<file path="config.mk">
export PLATFORM = sky130hd
export DESIGN_NAME = html_to_text_filter_core
export DESIGN_NICKNAME = d
export VERILOG_FILES = /design/src/rtl/htf_pkg.sv /design/src/rtl/html_to_text_filter_core.sv
export SDC_FILE = /design/constraint.sdc
export NUM_CORES = 1
export LEC_CHECK = 0
export ABC_AREA = 1
export BUFFER_PORTS_ARGS = -buffer_cell sky130_fd_sc_hd__buf_2
export CAP_MARGIN = 20
export CORE_UTILIZATION = 40
export CTS_CLUSTER_DIAMETER = 80
export DETAILED_ROUTE_END_ITERATION = 8
export PLACE_DENSITY_LB_ADDON = 0.25
export SETUP_SLACK_MARGIN = 0.15
export SLEW_MARGIN = 20
export SYNTH_ARGS = -nofsm -noshare
export SYNTH_HDL_FRONTEND = slang
export SYNTH_SLANG_ARGS = --single-unit
</file>
<file path="constraint.sdc">
create_clock -name clock -period 10.1 [get_ports clock]
set_input_delay 2.02 -clock clock [delete_from_list [all_inputs] [get_ports clock]]
set_output_delay 2.02 -clock clock [all_outputs]
set_load 0.01 [all_outputs]
</file>
<file path="src/rtl/htf_pkg.sv">
// ----------------------------------------------------------------------------
// htf_pkg: shared constants for the html to text filter
// Character codes and the named-entity table used by the decoder.
// ----------------------------------------------------------------------------
package htf_pkg;

   // default size of the entity window ('&' plus name bytes)
   localparam int ENTITY_WINDOW_DEF = 10;

   // character codes
   localparam logic [7:0] CH_TAB  = 8'h09;
   localparam logic [7:0] CH_LF   = 8'h0A;
   localparam logic [7:0] CH_CR   = 8'h0D;
   localparam logic [7:0] CH_SP   = 8'h20;
   localparam logic [7:0] CH_QUOT = 8'h22;
   localparam logic [7:0] CH_HASH = 8'h23;
   localparam logic [7:0] CH_AMP  = 8'h26;
   localparam logic [7:0] CH_APOS = 8'h27;
   localparam logic [7:0] CH_SEMI = 8'h3B;
   localparam logic [7:0] CH_LT   = 8'h3C;
   localparam logic [7:0] CH_GT   = 8'h3E;

   // named entities: amp, lt, gt, quot, apos, nbsp
   localparam int ENT_NUM = 6;

   // name bytes, first character in the lowest byte
   localparam logic [31:0] ENT_NAME [ENT_NUM] = '{
      32'h0070_6D61,   // amp
      32'h0000_746C,   // lt
      32'h0000_7467,   // gt
      32'h746F_7571,   // quot
      32'h736F_7061,   // apos
      32'h7073_626E    // nbsp
   };

   localparam logic [2:0] ENT_LEN [ENT_NUM] = '{3'd3, 3'd2, 3'd2, 3'd4, 3'd4, 3'd4};

   localparam logic [7:0] ENT_CHAR [ENT_NUM] = '{
      CH_AMP, CH_LT, CH_GT, CH_QUOT, CH_APOS, CH_SP
   };

endpackage

</file>
<file path="src/rtl/html_to_text_filter_core.sv">
// Operation: a word is taken in ST_IDLE; the entity decoder then scans queued bytes
//   in ST_DECODE (rescans after a failed entity go over each held byte again),
//   ST_FLUSH empties the window at end of text, and ST_FINISH closes the run;
//   a stalled result side holds the sequencer.
// Throughput: the decode sequencer works one byte per cycle over the shared window
//   buffer unless the result side stalls; req_tready is low until the word is done.
// Reset: synchronous, active high; clears tag, space and window state.
// ----------------------------------------------------------------------------
// html_to_text_filter_core
// Strips tags, folds white space and decodes entities in a byte stream.
// ----------------------------------------------------------------------------
module html_to_text_filter_core #(
   parameter int ENTITY_WINDOW = htf_pkg::ENTITY_WINDOW_DEF
) (
   input  logic       clock,
   input  logic       reset,
   // input words
   input  logic       req_tvalid,
   output logic       req_tready,
   input  logic [7:0] req_tdata,   // [7:0] in_byte
   input  logic       req_tlast,   // end_of_text
   // result words
   output logic       rsp_tvalid,
   input  logic       rsp_tready,
   output logic [7:0] rsp_tdata,   // [7:0] text_byte
   output logic [1:0] rsp_tuser,   // [0] byte_valid, [1] stream_end
   output logic       rsp_tlast    // run_end
);
   import htf_pkg::*;

   localparam int WIN    = ENTITY_WINDOW;
   localparam int DEPTH  = WIN + 1;
   localparam int IDX_W  = $clog2(DEPTH);
   localparam int CNT_W  = $clog2(WIN + 1);
   localparam int QCNT_W = $clog2(DEPTH + 1);

   typedef enum logic [1:0] {
      ST_IDLE,
      ST_DECODE,
      ST_FLUSH,
      ST_FINISH
   } state_type;

   // wrap a buffer position that may run past the end once
   function automatic logic [IDX_W-1:0] wrap_idx(input logic [IDX_W:0] v);
      logic [IDX_W:0] r;
      begin
         r = (v >= (IDX_W+1)'(DEPTH)) ? v - (IDX_W+1)'(DEPTH) : v;
         return r[IDX_W-1:0];
      end
   endfunction

   // circular buffer: entity window followed by bytes waiting to be scanned
   logic [7:0]        buf_ff [DEPTH];

   state_type         state_ff, state_in;
   logic              inside_tag_ff, inside_tag_in;
   logic              last_space_ff, last_space_in;
   logic              amp_ff, amp_in;
   logic              hash_ff, hash_in;
   logic [ENT_NUM-1:0] mask_ff, mask_in;
   logic [IDX_W-1:0]  start_ff, start_in;
   logic [CNT_W-1:0]  wcnt_ff, wcnt_in;
   logic [QCNT_W-1:0] qcnt_ff, qcnt_in;
   logic              end_ff, end_in;
   logic              pend_valid_ff, pend_valid_in;
   logic [7:0]        pend_data_ff, pend_data_in;
   logic              rsp_valid_ff, rsp_valid_in;
   logic [7:0]        rsp_data_ff, rsp_data_in;
   logic              rsp_bv_ff, rsp_bv_in;
   logic              rsp_last_ff, rsp_last_in;
   logic              rsp_send_ff, rsp_send_in;

   logic              buf_we;
   logic [IDX_W-1:0]  buf_wa;
   logic [7:0]        buf_wd;

   logic [IDX_W-1:0]  pos;
   logic [IDX_W-1:0]  rd_addr;
   logic [7:0]        rd_byte;
   logic              can_push;
   logic              emit_req;
   logic              go;
   logic [CNT_W-1:0]  n_name;
   logic              ent_hit;
   logic [7:0]        ent_char_sel;
   logic [ENT_NUM-1:0] mask_app;
   logic              fs_have;
   logic [7:0]        fs_char;
   logic              fs_inside;
   logic              fs_dec;

   assign req_tready = (state_ff == ST_IDLE);
   assign rsp_tvalid = rsp_valid_ff;
   assign rsp_tdata  = rsp_data_ff;
   assign rsp_tuser  = {rsp_send_ff, rsp_bv_ff};
   assign rsp_tlast  = rsp_last_ff;

   // buffer addressing: next unscanned byte sits right after the window
   assign pos      = wrap_idx({1'b0, start_ff} + (IDX_W+1)'(wcnt_ff));
   assign rd_addr  = (state_ff == ST_FLUSH) ? start_ff : pos;
   assign rd_byte  = buf_ff[rd_addr];
   assign can_push = !rsp_valid_ff || rsp_tready;

   // tag stripping and white space folding
   always_comb begin
      fs_have   = 1'b0;
      fs_char   = req_tdata;
      fs_inside = inside_tag_ff;
      if (req_tdata == CH_LT) begin
         fs_inside = 1'b1;
      end else if (req_tdata == CH_GT) begin
         fs_inside = 1'b0;
         fs_have   = 1'b1;
         fs_char   = CH_SP;
      end else if (!inside_tag_ff) begin
         fs_have = 1'b1;
         if (req_tdata == CH_CR || req_tdata == CH_LF || req_tdata == CH_TAB) begin
            fs_char = CH_SP;
         end
      end
      fs_dec = fs_have && !(fs_char == CH_SP && last_space_ff);
   end

   // entity name match, tracked one byte at a time as the name grows
   assign n_name = wcnt_ff - 1'b1;

   always_comb begin
      ent_hit      = 1'b0;
      ent_char_sel = CH_SP;
      for (int k = 0; k < ENT_NUM; k++) begin
         mask_app[k] = mask_ff[k] && (n_name < CNT_W'(ENT_LEN[k])) &&
                       (ENT_NAME[k][{n_name[1:0], 3'b000} +: 8] == rd_byte);
         if (mask_ff[k] && (n_name == CNT_W'(ENT_LEN[k]))) begin
            ent_hit      = 1'b1;
            ent_char_sel = ENT_CHAR[k];
         end
      end
   end

   // does this cycle produce a byte, and may it proceed
   always_comb begin
      emit_req = 1'b0;
      case (state_ff)
         ST_DECODE: begin
            if (amp_ff) begin
               emit_req = !(rd_byte != CH_SEMI && wcnt_ff < CNT_W'(WIN));
            end else begin
               emit_req = (rd_byte != CH_AMP);
            end
         end
         ST_FLUSH: emit_req = (wcnt_ff != '0);
         default:  emit_req = 1'b0;
      endcase
      go = !(emit_req && pend_valid_ff && !can_push);
   end

   // sequencer next state
   always_comb begin
      state_in      = state_ff;
      inside_tag_in = inside_tag_ff;
      last_space_in = last_space_ff;
      amp_in        = amp_ff;
      hash_in       = hash_ff;
      mask_in       = mask_ff;
      start_in      = start_ff;
      wcnt_in       = wcnt_ff;
      qcnt_in       = qcnt_ff;
      end_in        = end_ff;
      pend_valid_in = pend_valid_ff;
      pend_data_in  = pend_data_ff;
      rsp_valid_in  = rsp_valid_ff;
      rsp_data_in   = rsp_data_ff;
      rsp_bv_in     = rsp_bv_ff;
      rsp_last_in   = rsp_last_ff;
      rsp_send_in   = rsp_send_ff;
      buf_we        = 1'b0;
      buf_wa        = pos;
      buf_wd        = fs_char;

      // output register drains
      if (rsp_tready) begin
         rsp_valid_in = 1'b0;
      end

      case (state_ff)
         ST_IDLE: begin
            if (req_tvalid) begin
               inside_tag_in = fs_inside;
               end_in        = req_tlast;
               if (fs_have) begin
                  last_space_in = (fs_char == CH_SP);
               end
               if (fs_dec) begin
                  buf_we   = 1'b1;
                  qcnt_in  = QCNT_W'(1);
                  state_in = ST_DECODE;
               end else begin
                  state_in = req_tlast ? ST_FLUSH : ST_FINISH;
               end
            end
         end

         ST_DECODE: begin
            if (go) begin
               if (!amp_ff) begin
                  qcnt_in = qcnt_ff - 1'b1;
                  if (rd_byte == CH_AMP) begin
                     // open a window
                     amp_in  = 1'b1;
                     wcnt_in = CNT_W'(1);
                     mask_in = '1;
                     hash_in = 1'b0;
                  end else begin
                     pend_data_in = rd_byte;
                     start_in     = wrap_idx({1'b0, start_ff} + (IDX_W+1)'(1));
                  end
               end else if (rd_byte == CH_SEMI && (ent_hit || hash_ff)) begin
                  // entity decoded, window released
                  qcnt_in      = qcnt_ff - 1'b1;
                  pend_data_in = ent_hit ? ent_char_sel : CH_SP;
                  start_in     = wrap_idx({1'b0, start_ff} + (IDX_W+1)'(wcnt_ff) +
                                          (IDX_W+1)'(1));
                  wcnt_in      = '0;
                  amp_in       = 1'b0;
               end else if (rd_byte != CH_SEMI && wcnt_ff < CNT_W'(WIN)) begin
                  // name byte joins the window
                  qcnt_in = qcnt_ff - 1'b1;
                  wcnt_in = wcnt_ff + 1'b1;
                  mask_in = mask_app;
                  if (wcnt_ff == CNT_W'(1)) begin
                     hash_in = (rd_byte == CH_HASH);
                  end
               end else begin
                  // no entity: give the '&' and rescan everything after it
                  pend_data_in = CH_AMP;
                  start_in     = wrap_idx({1'b0, start_ff} + (IDX_W+1)'(1));
                  qcnt_in      = qcnt_ff + QCNT_W'(wcnt_ff) - 1'b1;
                  wcnt_in      = '0;
                  amp_in       = 1'b0;
               end
               if (qcnt_in == '0) begin
                  state_in = end_ff ? ST_FLUSH : ST_FINISH;
               end
            end
         end

         ST_FLUSH: begin
            if (wcnt_ff == '0) begin
               state_in = ST_FINISH;
            end else if (go) begin
               pend_data_in = rd_byte;
               start_in     = wrap_idx({1'b0, start_ff} + (IDX_W+1)'(1));
               wcnt_in      = wcnt_ff - 1'b1;
            end
         end

         ST_FINISH: begin
            if (pend_valid_ff || end_ff) begin
               if (can_push) begin
                  rsp_valid_in  = 1'b1;
                  rsp_data_in   = pend_valid_ff ? pend_data_ff : 8'h00;
                  rsp_bv_in     = pend_valid_ff;
                  rsp_last_in   = 1'b1;
                  rsp_send_in   = end_ff;
                  pend_valid_in = 1'b0;
                  state_in      = ST_IDLE;
                  if (end_ff) begin
                     inside_tag_in = 1'b0;
                     last_space_in = 1'b0;
                     amp_in        = 1'b0;
                     hash_in       = 1'b0;
                     mask_in       = '0;
                     wcnt_in       = '0;
                     end_in        = 1'b0;
                  end
               end
            end else begin
               state_in = ST_IDLE;
            end
         end

         default: state_in = ST_IDLE;
      endcase

      // a new byte pushes the held one out, which is then not the last
      if (go && emit_req) begin
         pend_valid_in = 1'b1;
         if (pend_valid_ff) begin
            rsp_valid_in = 1'b1;
            rsp_data_in  = pend_data_ff;
            rsp_bv_in    = 1'b1;
            rsp_last_in  = 1'b0;
            rsp_send_in  = 1'b0;
         end
      end
   end

   // state and registered outputs
   always_ff @(posedge clock) begin
      if (reset) begin
         state_ff      <= ST_IDLE;
         inside_tag_ff <= 1'b0;
         last_space_ff <= 1'b0;
         amp_ff        <= 1'b0;
         hash_ff       <= 1'b0;
         mask_ff       <= '0;
         start_ff      <= '0;
         wcnt_ff       <= '0;
         qcnt_ff       <= '0;
         end_ff        <= 1'b0;
         pend_valid_ff <= 1'b0;
         rsp_valid_ff  <= 1'b0;
      end else begin
         state_ff      <= state_in;
         inside_tag_ff <= inside_tag_in;
         last_space_ff <= last_space_in;
         amp_ff        <= amp_in;
         hash_ff       <= hash_in;
         mask_ff       <= mask_in;
         start_ff      <= start_in;
         wcnt_ff       <= wcnt_in;
         qcnt_ff       <= qcnt_in;
         end_ff        <= end_in;
         pend_valid_ff <= pend_valid_in;
         rsp_valid_ff  <= rsp_valid_in;
      end
      pend_data_ff <= pend_data_in;
      rsp_data_ff  <= rsp_data_in;
      rsp_bv_ff    <= rsp_bv_in;
      rsp_last_ff  <= rsp_last_in;
      rsp_send_ff  <= rsp_send_in;
      if (buf_we) begin
         buf_ff[buf_wa] <= buf_wd;
      end
   end

endmodule

</file>
Word-level counts from Yosys, hierarchy flattened
Memory sizes are Yosys's and may differ from the RTL's. Index checks and enable logic that the tools add are counted.

Flip-flop bits (word level): 46. Memories: 1. RAM bits: 88. Output and inout bits: 13. Word-level logic and storage cells: 285. Bits of input ports: 13.

Muxes and demuxes: 142. Eq/ne operators: 43. $lt $le $gt $ge: 7. Shift operators: 6. $add $sub $neg: 11. Reductions and logical operators: 58.

Memory list: buf_ff (depth 11, bits a word 8, read ports 1, clocked after Yosys merged registers in 0, wr ports 1, RTL line html_to_text_filter_core.sv:54) `logic [7:0] buf_ff [DEPTH];`.

Operator list (number): $shiftx A32 B6 Y8 const A (6); $mux W8 (23); $mux W4 (29); $mux W1 (62); $eq A8 B6 Y1 const B (6); $eq A8 B8 Y1 (6); $mux W6 (8); $logic_and A1 B1 Y1 (25); $eq A8 B4 Y1 const B (3); $ne A3 B3 Y1 const B (6); $reduce_and A6 Y1 (3); $ne A2 B2 Y1 const B (8); $ne A8 B6 Y1 const B (2); $pmux W4 S2 (2); $pmux W8 S2 (1); $reduce_and A8 Y1 (2); $ge A5 B4 Y1 const B (3); $mux W2 (7); $reduce_bool A2 Y1 (7); $pmux W1 S2 (6); $pmux W4 S3 (1); $pmux W6 S2 (1); $sub A4 B1 Y4 const B (3); $sub A4 B4 Y4 const B (3); 28 further kinds (44).

Depth between registers and ports, before layout
Gate-level depths: netlist of the first run.

Depth after elaboration: 19. Mapped depth: 31.

Worst setup path before layout of the first run
No wires, ideal clock.

Path type: input port to flip-flop. Start point: input req_tdata[7]. End point: memory buf_ff[0][0] (enable). Arrival time: 4.254 ns. Data required time: 9.822 ns. Setup slack: 5.568 ns. Stages: 10. Path through: nor2_1 > inv_1 > a2111oi_0 > nor2_1 > nor4_1 > nand2_1 > nand3_1 > nor2_1 > inv_1 > nor3_1.

Word-level cells in the longest chain between the ends: 16. Elaborated cells on any way between the ends: 22. Classes of those cells: eq/ne (6); mux (11); reduce/logical (5).

Ends and longest elaborated chain: from (decl) (RTL line html_to_text_filter_core.sv:20) `input logic [7:0] req_tdata,`; $eq A8 B4 Y1 (RTL line html_to_text_filter_core.sv:118) `if (req_tdata == CH_CR || req_tdata == CH_LF || req_tdata == CH_TAB) begin`; $logic_or A1 B1 Y1 (2 in series) (RTL line html_to_text_filter_core.sv:118); $mux W8 (RTL line html_to_text_filter_core.sv:118); $mux W8 (RTL line html_to_text_filter_core.sv:116) `end else if (!inside_tag_ff) begin`; $mux W8 (RTL line html_to_text_filter_core.sv:112) `end else if (req_tdata == CH_GT) begin`; $mux W8 * (RTL line html_to_text_filter_core.sv:110) `if (req_tdata == CH_LT) begin`; via buf_wd[3] (RTL line html_to_text_filter_core.sv:76) `logic [7:0] buf_wd;`; $eq A8 B6 Y1 * (RTL line html_to_text_filter_core.sv:122) `fs_dec = fs_have && !(fs_char == CH_SP && last_space_ff);`; $logic_and A1 B1 Y1 * (RTL line html_to_text_filter_core.sv:122); $logic_not A1 Y1 * (RTL line html_to_text_filter_core.sv:122); $logic_and A1 B1 Y1 * (RTL line html_to_text_filter_core.sv:122); $mux W1 * (RTL line html_to_text_filter_core.sv:194) `if (fs_dec) begin`; $mux W1 * (RTL line html_to_text_filter_core.sv:188) `if (req_tvalid) begin`; $mux W1 * (RTL line html_to_text_filter_core.sv:186) `case (state_ff)`; $mux W1 * (RTL line html_to_text_filter_core.sv:333) `if (buf_we) begin`; $mux W1 (implied by the code) * (RTL line html_to_text_filter_core.sv:334) `buf_ff[buf_wa] <= buf_wd;`; to (decl) (RTL line html_to_text_filter_core.sv:54).

The timed path passes the listed nets; every way through them passes the cells marked *.

Worst setup path in the final report of the first run
Start point: register wcnt_ff[0]. End point: register pend_data_ff[4] (enable).

Word-level cells in the longest chain between the ends: 14. Elaborated cells on any way between the ends: 43. Classes of those cells: add/sub (3); order compare (2); eq/ne (12); mux (10); reduce/logical (15); memory (1).

Ends and longest elaborated chain: from (decl) (RTL line html_to_text_filter_core.sv:63) `logic [CNT_W-1:0] wcnt_ff, wcnt_in;`; from (signal assigned) (RTL line html_to_text_filter_core.sv:322) `wcnt_ff <= wcnt_in;`; $add A4 B4 Y5 (RTL line html_to_text_filter_core.sv:100) `assign pos = wrap_idx({1'b0, start_ff} + (IDX_W+1)'(wcnt_ff));`; $sub A4 B4 Y4 or $ge A5 B4 Y1 (tied branches) (RTL line html_to_text_filter_core.sv:48) `r = (v >= (IDX_W+1)'(DEPTH)) ? v - (IDX_W+1)'(DEPTH) : v;`; $mux W4 (RTL line html_to_text_filter_core.sv:48); $mux W4 (RTL line html_to_text_filter_core.sv:101) `assign rd_addr = (state_ff == ST_FLUSH) ? start_ff : pos;`; $mem_v2 Z11 W8; $ne A8 B6 Y1 (RTL line html_to_text_filter_core.sv:147, html_to_text_filter_core.sv:226); $logic_and A1 B1 Y1 (RTL line html_to_text_filter_core.sv:147, html_to_text_filter_core.sv:226); $logic_not A1 Y1 (RTL line html_to_text_filter_core.sv:147) `emit_req = !(rd_byte != CH_SEMI && wcnt_ff < CNT_W'(WIN));`; $mux W1 (RTL line html_to_text_filter_core.sv:146) `if (amp_ff) begin`; $pmux W1 S2 (RTL line html_to_text_filter_core.sv:144) `case (state_ff)`; $logic_and A1 B1 Y1 (2 in series) (RTL line html_to_text_filter_core.sv:155) `go = !(emit_req && pend_valid_ff && !can_push);`; $ne A2 B2 Y1 (no source line); $reduce_and A6 Y1 (no source line) *; to (signal assigned) (RTL line html_to_text_filter_core.sv:328) `pend_data_ff <= pend_data_in;`; to (decl) (RTL line html_to_text_filter_core.sv:67) `logic [7:0] pend_data_ff, pend_data_in;`.

Mark *: on every way between the ends. The rest lies on a longest branch, timed or not. A chain may end at the register's enable or synchronous reset.

==> summary.txt, run 1 <==
Floorplan
  • DIE AREA: about 20000 sq um
  • Initial cell density of the core: about two fifths
  • Core footprint: ~19000 sq um
  • DIE WIDTH: about 140 um
  • Top Ports: 26
  • Number of standard-cell rows in the floorplan: 50
  • Vertical die dimension: 142 um

Placement
  • Detailed placer's ending HPWL: roughly 14000 um
  • Number of buffers inserted by port buffering: 25
  • Routability congestion estimate from global placement: 0.932

Synth
  • Synthesis Warnings: 0
  • Share of flip-flops with an asynchronous set or reset after synthesis: 0%
  • FF+latch count, synth: around 130
  • Largest cells by area after synthesis: sky130_fd_sc_hd__edfxtp_1 (37%), sky130_fd_sc_hd__nand2_1 (10%), sky130_fd_sc_hd__dfxtp_1 (9.7%), sky130_fd_sc_hd__nand3_1 (6.8%), sky130_fd_sc_hd__inv_1 (5.4%)
  • Number of enable flip-flop cells after synthesis: between 90 and 100
  • Most used flip-flop cell after synthesis: sky130_fd_sc_hd__edfxtp_1
  • Synthesized net count: around 980
  • Sequential element share of the synthesized area: between 40% and 50%
  • Number of distinct library cell variants in the gate-level netlist after synthesis: 50
  • Summed instance area of the synthesized netlist: between 7000 and 8000 sq um
  • Fraction of synthesized cell area taken by the top area cell type: 36.9%
  • Post-synthesis area per instance: roughly 8.3 sq um
  • Instance count of the mapped netlist: about 940
  • Cell type with the highest aggregate area in the netlist: sky130_fd_sc_hd__edfxtp_1

Clock tree
  • Root buffer selected by CTS: sky130_fd_sc_hd__clkbuf_16
  • Hold_buf cts: 0
  • Number of clock sinks: about 130
  • Post_cts resized: 0
  • Post-CTS Repair Setup Buffers: 0
  • Number of clock buffers inserted by TritonCTS: 17
  • Clock tree from TritonCTS: done
  • CTS Buffer Depth: 2
  • Worst-skew pair later-pin latency: roughly 0.44 ns
  • CTS HTree Levels: 4
  • Clock-pin slew on the worst setup and hold paths: about 0.070 ns

Timing
  • Worst max-slew margin expressed relative to the limit: 29.6%
  • Final slew viol count: 0
  • Clock tree skew after final layout: around 0.012 ns
  • Final sum of negative setup slack: 0 ns
  • Worst Tran Pin Value: roughly 1.0 ns
  • Fmax: a little under 0.2 GHz
  • Count of endpoints failing hold in the final timing report: 0
  • Post-layout minimum cycle time: 5.14 ns
  • Endpoints failing setup: 0
  • Unrepaired setup endpoints after global routing: false
  • Post-route fraction of the period consumed by the critical path: slightly above 50%

Setup path
  • Reg-to-reg slack, setup: about 5.0 ns
  • CP Capture Type: register
  • Arrival time reported for the critical path endpoint: ~5.3 ns
  • Critical Path Start Type: register
  • Maximum fanout count along the critical path: 33
  • Number of buffers and inverters on the critical path: 2
  • Worst path required time: around 10 ns
  • Classification of the worst setup path: register to register
  • List of cells traversed by the critical path: ha_1, fa_1, ha_1, inv_1, nand3_2, nand3_4, nand3_1, nand2_2, nand2_1, nand2_2, nand3_1, nand3_1, nand3_1, nand2_2, nand2_1, nor2_1, nand3_1, nand2_2, nand3_4, nand4_4, nor2_4, nor2_1, nand2_2, inv_2
  • Delay contributed by the slowest stage of the critical path: roughly 0.49 ns
  • Cell at the slowest stage of the critical path: sky130_fd_sc_hd__dfxtp_1
  • Gate family responsible for the most delay along the worst path: simple AND/OR/NAND/NOR gates

Global route
  • Antenna violations before repair: 0
  • Wire length of the first global-routing pass: about 31000 um
  • Via count of the first global-routing pass: 5707
  • Residual overflow from global routing: 0
  • Maximum number of pins on one net before global-route repair: 36
  • Global Route Usage Sum: between 20% and 30%

Hold path
  • Hold Path Class: register to register

Detailed routing
  • Total wirelength of the detailed-routed design: ~19000 um
  • Via density: about 5.1
  • Iteration-0 DRC Markers: between 500 and 600
  • DR vias: between 6000 and 7000
  • First-pass iteration count of the detailed router: 5
  • # DRC: 0
  • Antenna Nets Post-Route: 0
  • Routed length per instance: around 16 um

Flow run
  • MaxCap Viol Count: 0

Outcome
  • Result of the run: finished, final reports clean

Finish
  • Count of antenna diodes in the layout: 0
  • Area overhead of the layout relative to synthesis: 11.0%
  • Layout fillers: around 1900
  • Final net count: roughly 990
  • Layout cell share with drive strength beyond 1: 11.7%
[tightest hold or removal path, stage by stage, from the launching register on]
cell and delay (ns):
sky130_fd_sc_hd__dfxtp_1 0.31, sky130_fd_sc_hd__nand2_1 0.06, sky130_fd_sc_hd__nand2_1 0.04
[synth_stat cells, types with 4 or more instances]
cell                       instances
sky130_fd_sc_hd__buf_6             4
sky130_fd_sc_hd__nand3_4           4
sky130_fd_sc_hd__buf_2             9
sky130_fd_sc_hd__nor3_1           18
sky130_fd_sc_hd__inv_1           112
sky130_fd_sc_hd__clkbuf_1          7
sky130_fd_sc_hd__o21ai_0          55
sky130_fd_sc_hd__nor2_1           76
sky130_fd_sc_hd__a21oi_1          29
sky130_fd_sc_hd__xor2_1           13
sky130_fd_sc_hd__ha_1             23
sky130_fd_sc_hd__nor4_1            5
sky130_fd_sc_hd__inv_2             4
sky130_fd_sc_hd__xnor2_1          10
sky130_fd_sc_hd__nor2_4            4
sky130_fd_sc_hd__nand2_4           7
sky130_fd_sc_hd__nand2_1         217
sky130_fd_sc_hd__o211ai_1         12
sky130_fd_sc_hd__nand2_2          22
sky130_fd_sc_hd__edfxtp_1         96
sky130_fd_sc_hd__dfxtp_1          38
sky130_fd_sc_hd__nand4_1          16
sky130_fd_sc_hd__nand3_1         106
sky130_fd_sc_hd__o21ai_1           4
sky130_fd_sc_hd__buf_4             7
[sequential cells by signal, summed over array words and instances, names as in the netlist, 2 cells and up]
name / cells
qcnt_ff: 4
wcnt_ff: 4
mask_ff: 6
rsp_tdata: 8
pend_data_ff: 8
buf_ff: 88
state_ff: 2
start_ff: 4
[final timing paths]
check	startpoint	end	cells after the start
setup reg to reg	wcnt_ff[0]	pend_data_ff[4]	24
hold reg to reg	rsp_bv_ff	rsp_bv_ff	2
setup / recovery	wcnt_ff[0]	pend_data_ff[4]	24
hold / removal	rsp_bv_ff	rsp_bv_ff	2
[placed cells by master (no fill, tap or decap), drive strengths merged, types with 2 or more instances in the layout]
cell type    n
clkbuf      17
or2          3
xnor2       10
nand4       17
nor2        83
clkinvlp     2
o21ai       62
a21oi       30
xor2        13
ha          23
a31oi        2
clkinv       4
nand3      112
dfxtp       38
inv        125
nor4         5
o2111ai      2
o211ai      12
o22ai        2
a211oi       3
nand2      246
edfxtp      96
buf         27
o21a         2
nor3        18
fa           2
nand3b       2
[per-stage QoR]
step | instances | instance area [sq um] | hold WS, ns | utilization (%) | worst slack (ns)
finish | 1228 | 8670 | 0.455 | 45.9 | 4.96
global route | 1228 | 8670 | 0.484 | 45.9 | 4.58
CTS | 1228 | 8670 | 0.456 | 45.9 | 4.96
detailed placement | 1196 | 8080 | 0.445 | 42.8 | 4.52
global placement | 1196 | 8080 | 0.433 | 42.8 | 4.59
floorplan | 938 | 7810 | 0.422 | - | 5.57
[logic make-up (layout without fill, tap and decap cells)]
| group | after synthesis | after routing | synth area share [%] |
|---|---|---|---|
| adder cells (fa/ha/maj) | 25 | 25 | 4.20 |
| buffers and inverters | 145 | 175 | 7.98 |
| AO/OA/AOI/OAI | 123 | 123 | 9.22 |
| flip-flops | 134 | 134 | 46.7 |
| XOR/XNOR | 23 | 23 | 2.58 |
| AND/OR/NAND/NOR | 488 | 488 | 29.3 |
[final cells by class]
| type | instances | area [sq um] | share of cell area (%) |
|---|---|---|---|
| clock inverter | 15 | 159 | 1.83 |
| sequential | 134 | 3640 | 42.0 |
| timing repair buffer | 27 | 140 | 1.62 |
| tap | 260 | 325 | 3.75 |
| inverter | 116 | 435 | 5.02 |
| multi-input combinational | 659 | 3540 | 40.8 |
| clock buffer | 17 | 425 | 4.91 |
[routing by layer]
| metal | wire length, um | up-vias | GRT usage (%) | share of wire, % |
|---|---|---|---|---|
| met4 | 427 | 0 | 8.09 | 2.2 |
| met3 | 1140 | 34 | 3.88 | 5.9 |
| li1 | - | 3180 | - | - |
| met1 | 9550 | 2903 | 29.9 | 49 |
| met5 | 0 | - | 0 | 0 |
| met2 | 8220 | 204 | 29.4 | 43 |
Power of run 1 is not shown: default switching activity piles up to over one toggle a cycle in this logic, so the estimate is an artifact.
==> inputs of run 2 (changes only) <==
clock period = 5.1 ns   (was 10.1 ns; I/O delays follow)
==> run 2 against run 1 <==
Against the previous run:
- via count increased by 3.7%
- first-iteration DRC count shrank 11%
- routed wire length is 8.2% higher
- non-clock buffer count grew 28
- setup slack got worse by 4.4 ns
- register-to-register slack lost 4.4 ns
- highest routed layer unchanged
==> summary.txt, run 2 (synthesis gave the netlist of run 1 again) <==
Setup path
  • Cell at the slowest stage of the critical path: sky130_fd_sc_hd__dfxtp_1
  • Arrival time reported for the critical path endpoint: ~4.7 ns
  • List of cells traversed by the critical path: fa_1, ha_1, inv_1, nand3_2, nand3_4, nand3_1, nand2_2, nand2_1, nand2_8, nand3_1, nand3_1, nand2_1, nand2_1, nand2_1, inv_1, nand3_1, nand2_2, nand3_4, nand4_4, nor2_4, nor2_2, nand2_2, inv_2
  • Worst path required time: 5.22 ns
  • Maximum fanout count along the critical path: 33
  • Number of logic stages on the critical path including buffering: 23
  • Gate family responsible for the most delay along the worst path: simple AND/OR/NAND/NOR gates
  • Delay contributed by the slowest stage of the critical path: 0.55 ns
  • Number of buffers and inverters on the critical path: 3
  • Worst r2r src: wcnt_ff[1]
  • Critical Path Start Type: register
  • Classification of the worst setup path: register to register
  • Reg-to-reg slack, setup: 0.54 ns
  • Cell depth of the worst flop-to-flop path: 23
  • Crit Reg-Reg Endpoint: pend_data_ff[0]
  • CP Capture Type: register

Detailed routing
  • Routed length per instance: ~17 um
  • First-pass iteration count of the detailed router: 5
  • Iteration-0 DRC Markers: 508
  • DR vias: roughly 6600
  • Total wirelength of the detailed-routed design: approximately 21000 um
  • Via density: around 5.2
  • # DRC: 0
  • Antenna Nets Post-Route: 0

Placement
  • Detailed placer's ending HPWL: approximately 15000 um
  • Routability congestion estimate from global placement: between 0.8 and 0.9
  • Number of buffers inserted by port buffering: 25

Timing
  • Final slew viol count: 0
  • Final sum of negative setup slack: 0 ns
  • Worst Tran Pin Value: roughly 0.94 ns
  • Count of endpoints failing hold in the final timing report: 0
  • Clock tree skew after final layout: ~0.011 ns
  • Endpoints failing setup: 0
  • Worst max-slew margin expressed relative to the limit: between 30% and 40%
  • Unrepaired setup endpoints after global routing: false
  • Fmax: between 0.2 and 0.25 GHz
  • Hold Slack: between 0.4 and 0.5 ns
  • Post-route fraction of the period consumed by the critical path: just under 90%
  • Post-layout minimum cycle time: roughly 4.6 ns

Floorplan
  • DIE WIDTH: 142 um
  • Initial cell density of the core: approximately 41%
  • Top Ports: 26
  • Number of standard-cell rows in the floorplan: 50
  • Vertical die dimension: ~140 um
  • Core footprint: 18900 sq um
  • DIE AREA: ~20000 sq um

Finish
  • Count of antenna diodes in the layout: 0
  • Biggest register: buf_ff
  • Area overhead of the layout relative to synthesis: 14.4%
  • Layout cell share with drive strength beyond 1: about 14%
  • Area occupied by multi-input gates: roughly 3600 sq um
  • Final net count: slightly above 1000
  • Flip-flop count of the largest register, all copies and words added: 88
  • FF+latch area: 3640 sq um
  • Layout fillers: around 1900
  • Most frequent standard cell in the layout excluding fill and tap cells: sky130_fd_sc_hd__nand2_1
  • Most frequent cells in the layout: sky130_fd_sc_hd__nand2_1 (217), sky130_fd_sc_hd__inv_1 (112), sky130_fd_sc_hd__nand3_1 (106)

Clock tree
  • Clock-pin slew on the worst setup and hold paths: ~0.060 ns
  • Hold_buf cts: 0
  • Clock tree from TritonCTS: done
  • CTS Buffer Depth: 2
  • Worst-skew pair later-pin latency: around 0.43 ns
  • Root buffer selected by CTS: sky130_fd_sc_hd__clkbuf_16
  • Number of clock sinks: ~130
  • CTS HTree Levels: 4
  • Number of clock buffers inserted by TritonCTS: 17

Outcome
  • Result of the run: finished, final reports clean

Global route
  • Global-route track usage on met2: about a third
  • Met1 demand-to-capacity share in global routing: between 30% and 40%
  • Wire length of the first global-routing pass: around 33000 um
  • Grt met3 use: about 3.9%
  • Residual overflow from global routing: 0
  • Maximum number of pins on one net before global-route repair: 36
  • Via count of the first global-routing pass: between 6000 and 7000
  • Highest-utilization routing layer at the global route stage: met2
  • Antenna violations before repair: 0
  • Global Route Usage Sum: roughly 22%

Hold path
  • Hold Path Class: register to register
  • Start point of the worst hold path: rsp_bv_ff
  • Cell depth of the worst min-delay path: 2
  • Hold path endpoint: rsp_bv_ff

Flow run
  • MaxCap Viol Count: 0
==> run 2: worst max-delay path by stage <==
stage | endpoint | slack (ns) | start
2_1_floorplan | pend_data_ff[0] | 1.27 | start_ff[0]
3_3_place_gp | pend_data_ff[1] | 0.21 | start_ff[0]
3_5_place_dp | pend_data_ff[3] | 0.14 | start_ff[0]
4_1_cts | pend_data_ff[0] | 0.26 | start_ff[0]
5_1_grt | pend_data_ff[7] | 0.22 | start_ff[0]
6_report | pend_data_ff[0] | 0.54 | wcnt_ff[1]
==> run 2: area by class of cell <==
class                   instances  share of cell area (%)
repair buffers                 55                    3.92
flip-flops and latches        134                    40.8
multi-input cells             659                    40.1
clock inverters                14                    1.83
inverters                     116                    4.87
well taps                     260                    3.64
clock buffers                  18                    4.80
==> run 2: per-stage QoR <==
step | cell area (sq um) | setup WS, ns | util (%) | cells
after floorplan | 7810 | 1.27 | - | 938
after global placement | 8280 | 0.215 | 43.8 | 1222
after detailed placement | 8280 | 0.141 | 43.8 | 1222
after CTS | 8880 | 0.259 | 47.0 | 1254
after global routing | 8930 | 0.217 | 47.3 | 1256
final | 8930 | 0.544 | 47.3 | 1256
==> run 2: per-layer routing <==
layer | vias up | wire length [um]
met5 | - | 0
met4 | 0 | 410
met3 | 36 | 870
met2 | 189 | 9420
met1 | 3081 | 10200
li1 | 3251 | -
==> run 2: what timing repair did <==
item / in CTS / in global routing
buffers inserted: 0 / 2
hold endpoints to repair: 0 / 0
resized for setup: 1 / 7
pin swaps: 0 / 1
setup endpoints to repair: 8 / 38
==> run 2: worst min-delay path, cell delays in order, from the launching register on <==
cell and delay (ns):
sky130_fd_sc_hd__dfxtp_1 0.31, sky130_fd_sc_hd__nand2_1 0.06, sky130_fd_sc_hd__nand2_1 0.05
Power of run 2 is left out for the same reason.
